$ cat config.mk
export PLATFORM = sky130hd
export DESIGN_NAME = float_rle_run_expander
export DESIGN_NICKNAME = d
export VERILOG_FILES = /design/src/hdl/fre_pkg.sv /design/src/hdl/fre_step.sv /design/src/hdl/float_rle_run_expander.sv
export SDC_FILE = /design/constraint.sdc
export NUM_CORES = 1
export LEC_CHECK = 0
export ABC_AREA = 1
export BUFFER_PORTS_ARGS = -buffer_cell sky130_fd_sc_hd__buf_2
export CAP_MARGIN = 15
export CORE_ASPECT_RATIO = 0.7
export CORE_UTILIZATION = 50
export DETAILED_ROUTE_END_ITERATION = 7
export PLACE_DENSITY = 0.71
export SETUP_SLACK_MARGIN = 0.4
export SYNTH_ARGS = -nofsm -noshare
export SYNTH_HDL_FRONTEND = slang
export SYNTH_SLANG_ARGS = --single-unit
$ cat constraint.sdc
create_clock -name clk_i -period 14.5 [get_ports clk_i]
set_clock_uncertainty 0.2 [all_clocks]
set_input_delay 0 -clock clk_i [delete_from_list [all_inputs] [get_ports clk_i]]
set_output_delay 0 -clock clk_i [all_outputs]
set_load 0.01 [all_outputs]
$ cat src/hdl/fre_pkg.sv
package fre_pkg;

  localparam int unsigned LenWidth = 25;
  localparam int unsigned WordWidth = 32;
  localparam logic [LenWidth-1:0] MaxRun = 25'd16777216;

  typedef enum logic [1:0] {
    CmdLoad = 2'd0,
    CmdPull = 2'd1,
    CmdEnd  = 2'd2
  } fre_cmd_e;

  typedef enum logic [2:0] {
    StOk        = 3'd0,
    StNonfinite = 3'd1,
    StBadCount  = 3'd2,
    StOverflow  = 3'd3,
    StMismatch  = 3'd4,
    StNotReady  = 3'd5,
    StSticky    = 3'd6
  } fre_status_e;

  typedef struct packed {
    logic [WordWidth-1:0] run_value;
    logic [LenWidth-1:0]  run_remaining;
    logic [LenWidth-1:0]  words_filled;
    logic                 error_latched;
  } fre_state_t;

  typedef struct packed {
    fre_status_e          status;
    logic                 elem_valid;
    logic [WordWidth-1:0] elem_value;
    logic                 last_of_run;
    logic                 stream_done;
  } fre_result_t;

  typedef struct packed {
    logic                ok;
    logic [LenWidth-1:0] count;
  } fre_count_t;

  function automatic logic fre_nonfinite(logic [WordWidth-1:0] bits);
    return bits[30:23] == 8'hFF;
  endfunction

  // Count must be a positive exact integer in 1 .. MaxRun.
  function automatic fre_count_t fre_decode_count(logic [WordWidth-1:0] bits);
    fre_count_t res;
    logic [7:0] expo;
    logic [7:0] e8;
    logic [4:0] e;
    logic [4:0] sh;
    logic [22:0] frac;
    logic [22:0] low_mask;
    logic [23:0] sig;
    logic [LenWidth-1:0] c;
    expo = bits[30:23];
    frac = bits[22:0];
    sig = {1'b1, frac};
    e8 = expo - 8'd127;
    e = e8[4:0];
    res.ok = !bits[31] && (expo >= 8'd127) && (expo <= 8'd151);
    if (e <= 5'd23) begin
      sh = 5'd23 - e;
      low_mask = ~(23'h7FFFFF << sh);
      c = {1'b0, sig} >> sh;
      if ((frac & low_mask) != 23'd0) begin
        res.ok = 1'b0;
      end
    end else begin
      sh = 5'd0;
      low_mask = 23'd0;
      c = {sig, 1'b0};
    end
    if ((c < 25'd1) || (c > MaxRun)) begin
      res.ok = 1'b0;
    end
    res.count = c;
    return res;
  endfunction

endpackage

$ cat src/hdl/fre_step.sv
module fre_step (
  input  logic [1:0]                  cmd_i,
  input  logic [fre_pkg::WordWidth-1:0] value_bits_i,
  input  logic [fre_pkg::WordWidth-1:0] count_bits_i,
  input  logic [fre_pkg::LenWidth-1:0]  total_length_i,
  input  fre_pkg::fre_state_t         state_i,
  output fre_pkg::fre_state_t         state_o,
  output fre_pkg::fre_result_t        result_o
);

  fre_pkg::fre_count_t cnt;
  logic [fre_pkg::LenWidth:0] fill_sum;

  assign cnt = fre_pkg::fre_decode_count(count_bits_i);
  assign fill_sum = {1'b0, state_i.words_filled} + {1'b0, cnt.count};

  always_comb begin
    state_o = state_i;
    result_o.status = fre_pkg::StOk;
    result_o.elem_valid = 1'b0;
    result_o.elem_value = '0;
    result_o.last_of_run = 1'b0;
    result_o.stream_done = 1'b0;

    if (state_i.error_latched) begin
      result_o.status = fre_pkg::StSticky;
    end else begin
      case (cmd_i)
        fre_pkg::CmdLoad: begin
          if (state_i.run_remaining != '0) begin
            result_o.status = fre_pkg::StNotReady;
          end else if (fre_pkg::fre_nonfinite(value_bits_i) ||
                       fre_pkg::fre_nonfinite(count_bits_i)) begin
            result_o.status = fre_pkg::StNonfinite;
            state_o.error_latched = 1'b1;
          end else if (!cnt.ok) begin
            result_o.status = fre_pkg::StBadCount;
            state_o.error_latched = 1'b1;
          end else if (fill_sum > {1'b0, total_length_i}) begin
            result_o.status = fre_pkg::StOverflow;
            state_o.error_latched = 1'b1;
          end else begin
            state_o.run_value = value_bits_i;
            state_o.run_remaining = cnt.count;
          end
        end
        fre_pkg::CmdPull: begin
          if (state_i.run_remaining == '0) begin
            result_o.status = fre_pkg::StNotReady;
          end else begin
            state_o.run_remaining = state_i.run_remaining - 25'd1;
            state_o.words_filled = state_i.words_filled + 25'd1;
            result_o.elem_valid = 1'b1;
            result_o.elem_value = state_i.run_value;
            result_o.last_of_run = (state_i.run_remaining == 25'd1);
          end
        end
        fre_pkg::CmdEnd: begin
          if (state_i.run_remaining != '0) begin
            result_o.status = fre_pkg::StNotReady;
          end else if (state_i.words_filled == total_length_i) begin
            result_o.stream_done = 1'b1;
          end else begin
            result_o.status = fre_pkg::StMismatch;
            state_o.error_latched = 1'b1;
          end
        end
        default: begin
          result_o.status = fre_pkg::StNotReady;
        end
      endcase
    end
  end

endmodule

$ cat src/hdl/float_rle_run_expander.sv
// Run-length expander for float32 (value, count) pairs.
// Input channel (in_valid_i / in_stall_o): one request per item, cmd_i picks
// load pair, pull element or end-of-stream check; value_bits_i and
// count_bits_i matter only for a load.
// Output channel (out_valid_o / out_stall_i): exactly one result per request,
// in order. A pull returns one copy of the run value with last_of_run_o on
// the final copy; an end check raises stream_done_o when the words emitted
// match total_length.
// Config channel (cfg_valid_i / cfg_ready_o): writes total_length, always
// ready, taken at once; write only while the block is idle.
// A request goes from the input register through one step of logic into the
// result register. Throughput: one request per cycle while the receiver does
// not stall; the state update is a single combinational step. When the
// receiver stalls, the result register holds and the input register still
// takes one more request; after that in_stall_o rises.
// Reset clears the run, the fill count, the sticky error, total_length and
// both stages. Errors stay latched until reset.
module float_rle_run_expander (
  input  logic                          clk_i,
  input  logic                          rst_ni,
  input  logic                          in_valid_i,
  output logic                          in_stall_o,
  input  logic [1:0]                    cmd_i,
  input  logic [fre_pkg::WordWidth-1:0] value_bits_i,
  input  logic [fre_pkg::WordWidth-1:0] count_bits_i,
  output logic                          out_valid_o,
  input  logic                          out_stall_i,
  output logic [2:0]                    status_o,
  output logic                          elem_valid_o,
  output logic [fre_pkg::WordWidth-1:0] elem_value_o,
  output logic                          last_of_run_o,
  output logic                          stream_done_o,
  input  logic                          cfg_valid_i,
  output logic                          cfg_ready_o,
  input  logic [fre_pkg::LenWidth-1:0]  cfg_data_i
);

  logic                          in_valid_q;
  logic [1:0]                    cmd_q;
  logic [fre_pkg::WordWidth-1:0] value_q;
  logic [fre_pkg::WordWidth-1:0] count_q;
  logic                          out_valid_q;
  fre_pkg::fre_result_t          result_d, result_q;
  fre_pkg::fre_state_t           state_d, state_q;
  logic [fre_pkg::LenWidth-1:0]  total_length_q;
  logic                          in_accept;
  logic                          advance;

  assign advance = in_valid_q && (!out_valid_q || !out_stall_i);
  assign in_stall_o = in_valid_q && out_valid_q && out_stall_i;
  assign in_accept = in_valid_i && !in_stall_o;
  assign cfg_ready_o = 1'b1;

  fre_step u_step (
    .cmd_i          (cmd_q),
    .value_bits_i   (value_q),
    .count_bits_i   (count_q),
    .total_length_i (total_length_q),
    .state_i        (state_q),
    .state_o        (state_d),
    .result_o       (result_d)
  );

  always_ff @(posedge clk_i or negedge rst_ni) begin
    if (!rst_ni) begin
      in_valid_q <= 1'b0;
    end else if (in_accept) begin
      in_valid_q <= 1'b1;
    end else if (advance) begin
      in_valid_q <= 1'b0;
    end
  end

  always_ff @(posedge clk_i) begin
    if (in_accept) begin
      cmd_q   <= cmd_i;
      value_q <= value_bits_i;
      count_q <= count_bits_i;
    end
  end

  always_ff @(posedge clk_i or negedge rst_ni) begin
    if (!rst_ni) begin
      out_valid_q <= 1'b0;
      state_q     <= '0;
    end else if (advance) begin
      out_valid_q <= 1'b1;
      state_q     <= state_d;
    end else if (!out_stall_i) begin
      out_valid_q <= 1'b0;
    end
  end

  always_ff @(posedge clk_i) begin
    if (advance) begin
      result_q <= result_d;
    end
  end

  always_ff @(posedge clk_i or negedge rst_ni) begin
    if (!rst_ni) begin
      total_length_q <= '0;
    end else if (cfg_valid_i) begin
      total_length_q <= cfg_data_i;
    end
  end

  assign out_valid_o   = out_valid_q;
  assign status_o      = result_q.status;
  assign elem_valid_o  = result_q.elem_valid;
  assign elem_value_o  = result_q.elem_value;
  assign last_of_run_o = result_q.last_of_run;
  assign stream_done_o = result_q.stream_done;

endmodule

==> metrics.md <==
| Metric | Value |
|---|---|
| Final WL | `41.16 mm` |
| Most frequent cells in the layout | `nand2_1, dlygate4sd3_1, inv_1, nor2_1, nand3_1` |
| CP arrival | `9.57 ns` |
| Die Y | `137.3 um` |
| EDFF count, synth | `104` |
| Pre-antenna DRT Iters | `6` |
| Sink Count | `214` |
| Hold Violations, Final | `0` |
| Hold path depth | `4` |
| Final cell count without fillers | `2313` |
| Num rows | `49` |
| Most common cell after layout, fill and taps aside | `nand2_1` |
| Worst skew pair latency | `0.55 ns` |
| Critical path launch point type | `register` |
| Least-Margin Pin Slew | `0.9800 ns` |
| Crit Path Class | `reg2reg` |
| Max_cap viols | `0` |
| Placer Congestion | `0.9367` |
| All-layer global routing usage | `30.67%` |
| Yosys reg bits | `214` |
| Post-route ant nets | `0` |
| CTS resizes | `0` |
| Initial Util | `50.87%` |
| R2R Setup Slk | `5.14 ns` |
| Vias per std cell | `5.491` |
| Combinational power share | `25.8%` |
| Initial antenna violation count | `0` |
| Initial DRC Count | `1195` |
| P&R area growth vs syn | `30.21%` |
| Max stage delay on crit path | `0.99 ns` |
| Hold endpoint | `out_valid_o` |
| Post-synth ARST share | `51.40%` |
| CTS clk-pin slew, worst paths | `0.07 ns` |
| Pin count of the biggest net entering global routing | `62` |
| WP data required | `14.71 ns` |
| Clock power share | `37.0%` |
| CTS max path bufs | `3` |
| DIE WIDTH | `195.2 um` |
| Post-synthesis cell area | `0.01307 sq mm` |
| Hold WC Path Type | `in2reg` |
| Most used cell along the critical path | `nand2_1` |
| PD cells | `109.7 mW/mm^2` |
| Cell variety after synth | `50` |
| Internal power | `1.286 mW` |
| Setup TNS | `0 ns` |
| Fmax | `106.9 MHz` |
| Ys Warns | `0` |
| Syn nets | `1792` |
| Slew Limit Fails | `0` |
| Leakage | `8.226 nW` |
| Total Power | `1.867 mW` |
| Post-synthesis average cell area | `7.987 sq um` |
| Root buffer cell | `clkbuf_16` |
| PortBufs | `135` |
| Critical Path End Type | `register` |
| Clock buffer count from CTS | `23` |
| IO Count | `137` |
| CTS tree | `done` |
| Final Util | `66.24%` |
| Avg WL per Cell | `17.80 um` |
| Vias | `12.70k` |
| Hpwl dp | `27.83 mm` |
| Worst Hold Launch | `out_stall_i` |
| Die area | `0.02680 sq mm` |
| Final WS setup | `5.143 ns` |
| Global-route wire length before repair | `63.93 mm` |
| Status | `finished clean` |
| VDD IR max | `0.08135 mV` |
| Sw Share | `31.15%` |
| Diode count | `0` |
| Crit path max fanout | `35` |
| Fill cells | `2099` |
| Post-route DRC | `0` |
| Layout Nets | `2121` |
| Seq/Total Area, Yosys | `44.96%` |
| Slowest-stage cell, CP | `edfxtp_1` |
| H-tree depth | `1` |
| Final setup violating endpoints | `0` |
| Max-slew headroom | `34.66%` |
| Remaining global-route overflow | `0` |
| Post-synth top flop | `dfrtp_1` |
| RSZ-0062 raised after global routing | `false` |
| Placed insts | `2055` |
| Final period util | `64.53%` |
| Switching pwr | `581.5 uW` |
| Worst r2r dst | `state_q[47]` |
| Mapped Cells | `1636` |
| R2r worst-path depth | `34` |
| Layout cells sized above 1 | `10.95%` |
| Reg power frac | `37.2%` |
| Pre-CTS WS | `5.380 ns` |
| Core Region | `0.02569 sq mm` |
| FF-to-FF Start | `count_q[23]` |
| Vias in the first global route | `11.88k` |
| Min Clock Period, post-route | `9.357 ns` |
==> layout make-up <==
| type | count | area [sq um] | share of cell area [%] |
|---|---|---|---|
| Clock buffer | 30 | 673.1 | 3.956 |
| Clock inverter | 12 | 217.7 | 1.280 |
| Inverter | 172 | 645.6 | 3.794 |
| Multi-Input combinational cell | 1192 | 6248 | 36.72 |
| Sequential cell | 214 | 5876 | 34.53 |
| Tap cell | 331 | 414.1 | 2.434 |
| Timing Repair Buffer | 362 | 2940 | 17.28 |
==> kinds of logic after synthesis <==
kind of cell | synth area share, %
adders and majority gates | 5.802
muxes | 0.08617
buffers and inverters | 7.325
and+or+nand+nor | 28.96
AOI/OAI and AO/OA | 7.133
xor gates and xnor gates | 5.697
other | 0.02870
DFF | 44.96
==> cell usage after synthesis, types with 23 or more instances <==
| master | count | area share [%] |
|---|---|---|
| nor2_1 | 146 | 4.2 |
| nand2_1 | 472 | 14 |
| a21oi_1 | 52 | 2.0 |
| nand4_1 | 58 | 2.8 |
| xnor2_1 | 25 | 1.7 |
| xor2_1 | 60 | 4.0 |
| dfrtp_1 | 110 | 21 |
| o21ai_0 | 60 | 2.3 |
| inv_1 | 166 | 4.8 |
| clkbuf_1 | 23 | 0.66 |
| nand3_1 | 142 | 5.4 |
| ha_1 | 59 | 5.6 |
| edfxtp_1 | 104 | 24 |
==> layer usage <==
metal	part of all wire [%]	track usage (%)
met4	2.0	7.087
met5	0	0
met2	43	44.86
met1	46	46.39
met3	9.7	6.218
==> per-stage QoR <==
step | hold slack [ns] | instance area [sq um]
after floorplan | -0.4956 | 13070
after global placement | -0.03460 | 13940
after detailed placement | -0.02573 | 13940
after CTS | 0.05344 | 17020
after global routing | 0.1004 | 17020
final | 0.06819 | 17020
==> critical path, delay by kind of cell (launching register included) <==
family / cells / cell delay (ns)
and+or+nand+nor: 17 / 2.89
AOI/OAI and AO/OA: 9 / 2.07
adders and majority gates: 4 / 1.83
DFF: 1 / 0.99
buffers and inverters: 3 / 0.96
xor gates and xnor gates: 1 / 0.20
==> worst max-delay path by stage <==
stage,from,end,slack (ns),cells past startpoint
finish,count_q[23],state_q[47],5.14,34
global route,count_q[23],state_q[46],4.28,34
CTS,count_q[23],state_q[43],5.37,34
detailed placement,count_q[23],state_q[43],5.38,34
global placement,count_q[23],state_q[48],5.72,34
floorplan,count_q[23],state_q[34],8.46,40
==> power groups by stage <==
stage                     sequential (mW)  clock, mW  combinational [mW]
after floorplan                     0.703          0               0.281
after global placement              0.704          0               0.411
after detailed placement            0.705          0               0.416
after CTS                           0.693      0.695               0.468
after global routing                0.697      0.725               0.530
final                               0.694      0.691               0.482
==> flip-flops by register name, indices dropped and copies added, names as in the netlist <==
name,count
last_of_run_o,1
stream_done_o,1
value_q,32
elem_value_o,32
cmd_q,2
elem_valid_o,1
state_q,83
total_length_q,25
out_valid_o,1
status_o,3
in_valid_q,1
count_q,32
==> timing repair <==
item,4_1_cts,5_1_grt
setup buffers,0,0
hold buffers,216,0
endpoints found under the hold margin,182,0
No activity file was read; power rests on OpenSTA's default activity.
